File: src/rtl/ssfp_pkg.sv
// Shared constants and types for the sensor serial frame parser.
package ssfp_pkg;

  localparam logic [7:0] HEAD_BYTE    = 8'hAA;
  localparam logic [7:0] TAIL_BYTE    = 8'hAB;
  localparam logic [7:0] TYPE_MEASURE = 8'hC0;
  localparam logic [7:0] TYPE_REPLY   = 8'hC5;
  localparam logic [7:0] CMD_RESET    = 8'h02;

  localparam int unsigned PAYLOAD_LEN = 6;
  localparam int unsigned IDX_W       = $clog2(PAYLOAD_LEN);

  // Byte positions within a frame
  localparam logic [3:0] POS_HEAD     = 4'd0;
  localparam logic [3:0] POS_TYPE     = 4'd1;
  localparam logic [3:0] POS_PAY_FRST = 4'd2;
  localparam logic [3:0] POS_PAY_LAST = 4'd7;
  localparam logic [3:0] POS_CSUM     = 4'd8;
  localparam logic [3:0] POS_TAIL     = 4'd9;

  localparam logic KIND_MEASURE = 1'b0;
  localparam logic KIND_REPLY   = 1'b1;

  typedef struct packed {
    logic        frame_kind;
    logic [15:0] pm25_tenths;
    logic [15:0] pm10_tenths;
    logic [7:0]  reply_command;
    logic [7:0]  reply_second;
    logic [7:0]  reply_third;
    logic [7:0]  reply_fourth;
    logic [15:0] device_id;
  } result_t;

endpackage

File: src/rtl/ssfp_if.sv
// Valid/ready channel interfaces for the received byte and the parsed frame.
interface ssfp_in_if;
  logic       valid;
  logic       ready;
  logic [7:0] rx_byte;

  modport source (output valid, output rx_byte, input ready);
  modport sink   (input valid, input rx_byte, output ready);
endinterface

interface ssfp_out_if;
  logic        valid;
  logic        ready;
  logic        frame_kind;
  logic [15:0] pm25_tenths;
  logic [15:0] pm10_tenths;
  logic [7:0]  reply_command;
  logic [7:0]  reply_second;
  logic [7:0]  reply_third;
  logic [7:0]  reply_fourth;
  logic [15:0] device_id;

  modport source (output valid, output frame_kind, output pm25_tenths, output pm10_tenths,
                  output reply_command, output reply_second, output reply_third,
                  output reply_fourth, output device_id, input ready);
  modport sink   (input valid, input frame_kind, input pm25_tenths, input pm10_tenths,
                  input reply_command, input reply_second, input reply_third,
                  input reply_fourth, input device_id, output ready);
endinterface

File: src/rtl/ssfp_frame_fsm.sv
// Frame recognizer: byte position, checksum, payload store and result build.
module ssfp_frame_fsm (
  input  logic             clk,
  input  logic             rst_n,
  input  logic             cfg_we,
  input  logic [7:0]       cfg_wdata,
  input  logic             byte_en,
  input  logic [7:0]       rx_byte,
  output logic             res_valid,
  output ssfp_pkg::result_t res_data
);
  import ssfp_pkg::*;

  logic [7:0]       exp_cmd_r;
  logic [3:0]       pos_r, pos_nxt;
  logic             type_r, type_nxt;
  logic [7:0]       sum_r, sum_nxt;
  logic [7:0]       store_r [PAYLOAD_LEN];
  logic             store_we;
  logic [IDX_W-1:0] store_idx;
  logic             is_pay;

  assign is_pay    = (pos_r >= POS_PAY_FRST) && (pos_r <= POS_PAY_LAST);
  assign store_idx = IDX_W'(pos_r - POS_PAY_FRST);

  always_comb begin
    pos_nxt   = pos_r;
    type_nxt  = type_r;
    sum_nxt   = sum_r;
    store_we  = 1'b0;
    res_valid = 1'b0;
    if (byte_en) begin
      // default: mismatch drops the byte and restarts the head hunt
      pos_nxt  = POS_HEAD;
      type_nxt = KIND_MEASURE;
      sum_nxt  = 8'h00;
      priority if (is_pay) begin
        if (!(pos_r == POS_PAY_FRST && type_r == KIND_REPLY && rx_byte != exp_cmd_r)) begin
          pos_nxt  = pos_r + 4'd1;
          type_nxt = type_r;
          sum_nxt  = sum_r + rx_byte;
          store_we = 1'b1;
        end
      end else if (pos_r == POS_TYPE) begin
        if (rx_byte == TYPE_MEASURE) begin
          pos_nxt = POS_PAY_FRST;
        end else if (rx_byte == TYPE_REPLY) begin
          pos_nxt  = POS_PAY_FRST;
          type_nxt = KIND_REPLY;
        end
      end else if (pos_r == POS_CSUM) begin
        if (rx_byte == sum_r) begin
          pos_nxt  = POS_TAIL;
          type_nxt = type_r;
          sum_nxt  = sum_r;
        end
      end else if (pos_r == POS_TAIL) begin
        res_valid = (rx_byte == TAIL_BYTE);
      end else begin
        // head hunt, also taken from unreachable positions
        if (rx_byte == HEAD_BYTE) begin
          pos_nxt = POS_TYPE;
        end
      end
    end
  end

  always_comb begin
    res_data               = '0;
    res_data.frame_kind    = type_r;
    if (type_r == KIND_REPLY) begin
      res_data.reply_command = store_r[0];
      res_data.reply_second  = store_r[1];
      res_data.reply_third   = store_r[2];
      res_data.reply_fourth  = store_r[3];
    end else begin
      res_data.pm25_tenths = {store_r[1], store_r[0]};
      res_data.pm10_tenths = {store_r[3], store_r[2]};
    end
    res_data.device_id = {store_r[4], store_r[5]};
  end

  always_ff @(posedge clk) begin
    if (!rst_n) begin
      exp_cmd_r <= CMD_RESET;
      pos_r     <= POS_HEAD;
      type_r    <= KIND_MEASURE;
      sum_r     <= 8'h00;
    end else begin
      if (cfg_we) begin
        exp_cmd_r <= cfg_wdata;
      end
      pos_r  <= pos_nxt;
      type_r <= type_nxt;
      sum_r  <= sum_nxt;
    end
  end

  always_ff @(posedge clk) begin
    if (store_we) begin
      store_r[store_idx] <= rx_byte;
    end
  end

  a_pos_range: assert property (@(posedge clk) disable iff (!rst_n) pos_r <= POS_TAIL)
    else $error("frame position out of range");
  a_res_at_tail: assert property (@(posedge clk) disable iff (!rst_n)
    res_valid |-> (pos_r == POS_TAIL && byte_en))
    else $error("result outside tail byte");

endmodule

File: src/rtl/ssfp_out_stage.sv
// Output register with a skid entry, decoupling the parser from the result sink.
module ssfp_out_stage (
  input  logic              clk,
  input  logic              rst_n,
  input  logic              push,
  input  ssfp_pkg::result_t push_data,
  output logic              can_take,
  output logic              out_valid,
  input  logic              out_ready,
  output ssfp_pkg::result_t out_data
);
  import ssfp_pkg::*;

  logic    out_valid_r, out_valid_nxt;
  logic    skid_valid_r, skid_valid_nxt;
  result_t out_data_r, out_data_nxt;
  result_t skid_data_r, skid_data_nxt;
  logic    pop;

  assign pop      = out_valid_r && out_ready;
  assign can_take = !skid_valid_r;
  assign out_valid = out_valid_r;
  assign out_data  = out_data_r;

  always_comb begin
    out_valid_nxt  = out_valid_r;
    skid_valid_nxt = skid_valid_r;
    out_data_nxt   = out_data_r;
    skid_data_nxt  = skid_data_r;
    if (!out_valid_r || pop) begin
      if (skid_valid_r) begin
        out_data_nxt   = skid_data_r;
        out_valid_nxt  = 1'b1;
        skid_valid_nxt = 1'b0;
      end else begin
        out_data_nxt  = push_data;
        out_valid_nxt = push;
      end
    end else if (push) begin
      skid_data_nxt  = push_data;
      skid_valid_nxt = 1'b1;
    end
  end

  always_ff @(posedge clk) begin
    if (!rst_n) begin
      out_valid_r  <= 1'b0;
      skid_valid_r <= 1'b0;
    end else begin
      out_valid_r  <= out_valid_nxt;
      skid_valid_r <= skid_valid_nxt;
    end
  end

  always_ff @(posedge clk) begin
    out_data_r  <= out_data_nxt;
    skid_data_r <= skid_data_nxt;
  end

  a_skid_behind_out: assert property (@(posedge clk) disable iff (!rst_n)
    skid_valid_r |-> out_valid_r)
    else $error("skid entry held with empty output register");
  a_no_push_when_full: assert property (@(posedge clk) disable iff (!rst_n)
    push |-> !skid_valid_r)
    else $error("result pushed into full output stage");
  a_skid_fill_on_stall: assert property (@(posedge clk) disable iff (!rst_n)
    $rose(skid_valid_r) |-> $past(out_valid_r && !out_ready && push))
    else $error("skid filled without a stalled output");

endmodule

File: src/rtl/sensor_serial_frame_parser_unit.sv
// Top level of the sensor serial frame parser.
// Takes one received byte per transaction and returns one transaction per complete,
// valid 10-byte frame (head 0xAA, type 0xC0 or 0xC5, six payload bytes, sum checksum,
// tail 0xAB). A byte can be taken every cycle that in_ch.ready is high: the frame state
// advances in the cycle the byte is accepted, and a result is registered into the
// output register, or the one-entry skid buffer while the output stalls. Both let input
// flow while a result waits; in_ch.ready drops only while both hold undelivered results.
// Measurement values are raw in tenths of ug/m3. cfg_we writes the expected reply
// command (reset 0x02) and must only be used while the block is idle.
module sensor_serial_frame_parser_unit (
  input  logic       clk,
  input  logic       rst_n,
  input  logic       cfg_we,
  input  logic [7:0] cfg_wdata,
  ssfp_in_if.sink    in_ch,
  ssfp_out_if.source out_ch
);
  import ssfp_pkg::*;

  logic    in_accept;
  logic    res_valid;
  result_t res_data;
  result_t out_data;
  logic    can_take;

  assign in_ch.ready = can_take;
  assign in_accept   = in_ch.valid && can_take;

  ssfp_frame_fsm u_fsm (
    .clk       (clk),
    .rst_n     (rst_n),
    .cfg_we    (cfg_we),
    .cfg_wdata (cfg_wdata),
    .byte_en   (in_accept),
    .rx_byte   (in_ch.rx_byte),
    .res_valid (res_valid),
    .res_data  (res_data)
  );

  ssfp_out_stage u_out (
    .clk       (clk),
    .rst_n     (rst_n),
    .push      (res_valid),
    .push_data (res_data),
    .can_take  (can_take),
    .out_valid (out_ch.valid),
    .out_ready (out_ch.ready),
    .out_data  (out_data)
  );

  assign out_ch.frame_kind    = out_data.frame_kind;
  assign out_ch.pm25_tenths   = out_data.pm25_tenths;
  assign out_ch.pm10_tenths   = out_data.pm10_tenths;
  assign out_ch.reply_command = out_data.reply_command;
  assign out_ch.reply_second  = out_data.reply_second;
  assign out_ch.reply_third   = out_data.reply_third;
  assign out_ch.reply_fourth  = out_data.reply_fourth;
  assign out_ch.device_id     = out_data.device_id;

endmodule

File: src/flat_wrapper.sv
// flat-port wrapper written by rule: the top's interface ports become plain ports
module sensor_serial_frame_parser_unit_flat import ssfp_pkg::*;
  (clk, rst_n, cfg_we, cfg_wdata, in_ch_valid, in_ch_rx_byte, in_ch_ready, out_ch_valid, out_ch_frame_kind, out_ch_pm25_tenths, out_ch_pm10_tenths, out_ch_reply_command, out_ch_reply_second, out_ch_reply_third, out_ch_reply_fourth, out_ch_device_id, out_ch_ready);
  ssfp_in_if in_ch_i ();
  ssfp_out_if out_ch_i ();
  input  logic clk;
  input  logic rst_n;
  input  logic cfg_we;
  input  logic [7:0] cfg_wdata;
  input wire logic [$bits(in_ch_i.valid)-1:0] in_ch_valid;
  input wire logic [$bits(in_ch_i.rx_byte)-1:0] in_ch_rx_byte;
  output wire logic [$bits(in_ch_i.ready)-1:0] in_ch_ready;
  output wire logic [$bits(out_ch_i.valid)-1:0] out_ch_valid;
  output wire logic [$bits(out_ch_i.frame_kind)-1:0] out_ch_frame_kind;
  output wire logic [$bits(out_ch_i.pm25_tenths)-1:0] out_ch_pm25_tenths;
  output wire logic [$bits(out_ch_i.pm10_tenths)-1:0] out_ch_pm10_tenths;
  output wire logic [$bits(out_ch_i.reply_command)-1:0] out_ch_reply_command;
  output wire logic [$bits(out_ch_i.reply_second)-1:0] out_ch_reply_second;
  output wire logic [$bits(out_ch_i.reply_third)-1:0] out_ch_reply_third;
  output wire logic [$bits(out_ch_i.reply_fourth)-1:0] out_ch_reply_fourth;
  output wire logic [$bits(out_ch_i.device_id)-1:0] out_ch_device_id;
  input wire logic [$bits(out_ch_i.ready)-1:0] out_ch_ready;
  assign in_ch_i.valid = in_ch_valid;
  assign in_ch_i.rx_byte = in_ch_rx_byte;
  assign in_ch_ready = in_ch_i.ready;
  assign out_ch_valid = out_ch_i.valid;
  assign out_ch_frame_kind = out_ch_i.frame_kind;
  assign out_ch_pm25_tenths = out_ch_i.pm25_tenths;
  assign out_ch_pm10_tenths = out_ch_i.pm10_tenths;
  assign out_ch_reply_command = out_ch_i.reply_command;
  assign out_ch_reply_second = out_ch_i.reply_second;
  assign out_ch_reply_third = out_ch_i.reply_third;
  assign out_ch_reply_fourth = out_ch_i.reply_fourth;
  assign out_ch_device_id = out_ch_i.device_id;
  assign out_ch_i.ready = out_ch_ready;
  sensor_serial_frame_parser_unit u_core (.clk(clk), .rst_n(rst_n), .cfg_we(cfg_we), .cfg_wdata(cfg_wdata), .in_ch(in_ch_i), .out_ch(out_ch_i));
endmodule
File: config.mk
export PLATFORM = sky130hd
export DESIGN_NAME = sensor_serial_frame_parser_unit_flat
export DESIGN_NICKNAME = d
export VERILOG_FILES = /design/src/rtl/ssfp_pkg.sv /design/src/rtl/ssfp_if.sv /design/src/rtl/ssfp_frame_fsm.sv /design/src/rtl/ssfp_out_stage.sv /design/src/rtl/sensor_serial_frame_parser_unit.sv /design/src/flat_wrapper.sv
export SDC_FILE = /design/constraint.sdc
export NUM_CORES = 1
export LEC_CHECK = 0
export ABC_CLOCK_PERIOD_IN_PS = 16450
export BUFFER_PORTS_ARGS = -buffer_cell sky130_fd_sc_hd__clkbuf_2
export CAP_MARGIN = 40
export CORE_ASPECT_RATIO = 1.2
export CORE_MARGIN = 2
export CORE_UTILIZATION = 61
export DETAILED_ROUTE_END_ITERATION = 10
export HOLD_SLACK_MARGIN = 0.1
export PLACE_DENSITY = 0.9
export SLEW_MARGIN = 20
export SYNTH_ARGS = -nofsm -noshare
export SYNTH_HDL_FRONTEND = slang
export SYNTH_HIERARCHICAL = 1
export SYNTH_SLANG_ARGS = --single-unit
File: constraint.sdc
create_clock -name clk -period 16.45 [get_ports clk]
set_input_delay 3.29 -clock clk [delete_from_list [all_inputs] [get_ports clk]]
set_output_delay 3.29 -clock clk [all_outputs]
set_load 0.03 [all_outputs]
==> impl_metrics.env <==
export IMPL_final_util=0.727
export IMPL_arrival_ns=5.39
export IMPL_vias=4965
export IMPL_irDropWorstVdd_uv=100
export IMPL_fp_dieW_um=116
export IMPL_synth_seq_cells=233
export IMPL_critPathCaptureType="register"
export IMPL_final_hold_violation_count=0
export IMPL_seqCellArea_um2=6770
export IMPL_clk_path_buf_depth=3
export IMPL_viasPerCell=5.67
export IMPL_grtUsageTotal=0.217
export IMPL_setup_viol=0
export IMPL_core_um2=14900
export IMPL_timing_final_max_slew_violations=0
export IMPL_seq_area_frac_synth=0.733
export IMPL_yosysMostFrequentCell="edfxtp_1"
export IMPL_leakagePower_nw=4.00
export IMPL_drt_iter0_drc=376
export IMPL_p_seq_frac=0.525
export IMPL_hold_buffers=0
export IMPL_finalCriticalPeriod_ns=5.23
export IMPL_place_area_um2=9980
export IMPL_max_freq_ghz=0.191
export IMPL_root_buffer="clkbuf_16"
export IMPL_grt_antenna_before_repair=0
export IMPL_final_area_um2=10800
export IMPL_cts_setup_buffers=0
export IMPL_drv_cap=0
export IMPL_drive_gt1_frac=0.359
export IMPL_fillers=889
export IMPL_clockPowerShare=0.451
export IMPL_die_area_um2=16100
export IMPL_criticalPathCategory="in2reg"
export IMPL_routed_wl_um=17500
export IMPL_timing_final_crit_share=0.318
export IMPL_relSlewSlack=0.442
export IMPL_clk_pin_slew_ns=0.06
export IMPL_power_switching_mw=0.235
export IMPL_status="finished clean"
export IMPL_cp_required_ns=16.62
export IMPL_fin_nets=688
export IMPL_clk_latency_ns=0.50
export IMPL_yosysTopAreaCell="edfxtp_1"
export IMPL_ios=104
export IMPL_synth_edff_count=210
export IMPL_synth_top_flop_cell="edfxtp_1"
export IMPL_drc=0
export IMPL_setup_tns_ns=0
export IMPL_power_density_nw_per_um2=113
export IMPL_clock_skew_ns=0.0184
export IMPL_yosys_warnings=6
export IMPL_rsz0062_at_grt="no"
export IMPL_cts_inserted_buffers=22
export IMPL_gp_congestion=0.894
export IMPL_p_int_mw=0.988
export IMPL_io_buffers=103
export IMPL_cp_start_kind="primary input"
export IMPL_hp_class="reg2reg"
export IMPL_start_util=0.619
export IMPL_drtPass1Iterations=5
export IMPL_ant_nets=0
export IMPL_cts_tree="built"
export IMPL_netlist_top_cells_count="210 x edfxtp_1, 81 x mux2_2, 33 x and2_1, 32 x nor2b_1, 23 x dfxtp_1"
export IMPL_h_tree_depth=1
export IMPL_async_flop_share=0
export IMPL_syn_avg_cell_area_um2=17.1
export IMPL_num_antenna_cells=0
export IMPL_yosysUniqueCellTypes=48
export IMPL_overflow=0
export IMPL_power_mw=1.22
export IMPL_grt_max_degree=69
export IMPL_die_h_um=139
export IMPL_worst_slew_pin_slew_ns=0.831
export IMPL_grt_pass1_vias=4975
export IMPL_combPwrFrac=0.023
export IMPL_syn_num_nets=574
export IMPL_synth_top_cell_area_share=0.683
export IMPL_drt_wirelength_per_cell_um=20.0
export IMPL_synthCells=541
export IMPL_cts_resized=0
export IMPL_whs_ns=0.467
export IMPL_crit_fanout=66
export IMPL_multi_input_area_um2=2320
export IMPL_dp_hpwl_um=11200
export IMPL_fp_row_count=49
export IMPL_synth_area_top_cells="edfxtp_1 68%, mux2_2 9.9%, dfxtp_1 5.0%"
export IMPL_cts_num_sinks=233
export IMPL_grt_first_pass_wirelength_um=26900
export IMPL_swShare=0.192
export IMPL_areaGrowthSynthToFinish_pct=17.3
export IMPL_syn_area_um2=9230
-- critical path, stage by stage --
cell      delay [ns]
clkbuf_2        0.22
nand4b_1        0.25
or4_4           0.46
nor2_1          0.17
inv_1           0.09
nor2_4          0.34
buf_4           0.23
buf_16          0.29
-- layer usage --
| layer | routed length, um | global-route usage | part of all wire | vias up |
|---|---|---|---|---|
| li1 | - | - | - | 2280 |
| met1 | 6930 | 0.285 | 0.40 | 2420 |
| met2 | 8850 | 0.367 | 0.51 | 213 |
| met3 | 1080 | 0.0354 | 0.062 | 52 |
| met4 | 592 | 0.0733 | 0.034 | 0 |
| met5 | 0 | 0 | 0 | - |
-- through the flow --
step                      std cells  setup WS, ns
after floorplan                 541          7.09
final                           875         11.22
after global routing            875         11.11
after global placement          827         10.53
after CTS                       873         10.99
after detailed placement        833         10.46
-- path summary, 6_finish.rpt --
check | depth (start not counted) | endpoint | slack [ns] | startpoint
setup reg to reg | 9 | u_core/u_out/skid_data_r[44] | 13.24 | u_core/u_fsm/pos_r[0]
setup / recovery | 8 | u_core/u_out/skid_data_r[44] | 11.22 | in_ch_rx_byte[2]
hold reg to reg | 2 | u_core/u_fsm/sum_r[4] | 0.47 | u_core/u_fsm/sum_r[4]
hold / removal | 2 | u_core/u_fsm/sum_r[4] | 0.47 | u_core/u_fsm/sum_r[4]
-- placed cells by master, fill, tap and decap left out, types with 9 or more instances in the layout --
cell type  count
clkbuf_16     23
dfxtp_1       21
edfxtp_1     210
ha_1          11
and2_1        33
nand3_1       10
nor2_1        13
mux2_2        81
clkbuf_2     103
xnor2_1       13
nor2b_1       32
mux2i_1        9
-- area by class of cell --
class                      instances  share of cell area
clock buffer                      26              0.0542
clock inverter                    14              0.0203
inverter                           7             0.00243
multi-input combinational        279               0.214
sequential                       233               0.626
tap                              204              0.0236
timing repair buffer             112              0.0599
-- flip-flops by register name (all words and copies together) (netlist names) --
name,count
u_core/u_fsm/pos_r,4
u_core/u_fsm/sum_r,8
u_core/u_out/out_valid,1
u_core/u_out/skid_valid_r,1
u_core/u_out/out_data,81
u_core/u_fsm/type_r,1
u_core/u_out/skid_data_r,81
u_core/u_fsm/exp_cmd_r,8
u_core/u_fsm/store_r,48
-- power by group through the flow --
stage	clock network, mW	registers [mW]	logic [mW]
finish	0.552	0.642	0.0283
global route	0.582	0.642	0.0310
CTS	0.559	0.642	0.0278
detailed placement	0	0.655	0.0275
global placement	0	0.655	0.0267
floorplan	0	0.655	0.0167
-- logic make-up after synthesis --
family                   after synthesis  share of synthesized area
flip-flops                           233                      0.733
AND/OR/NAND/NOR                      128                     0.0812
multiplexers                          90                      0.109
AO/OA/AOI/OAI                         34                     0.0264
buffers and inverters                 29                     0.0191
XOR/XNOR                              15                     0.0142
adder cells (fa/ha/maj)               12                     0.0171
No activity file was read; power rests on OpenSTA's default activity.
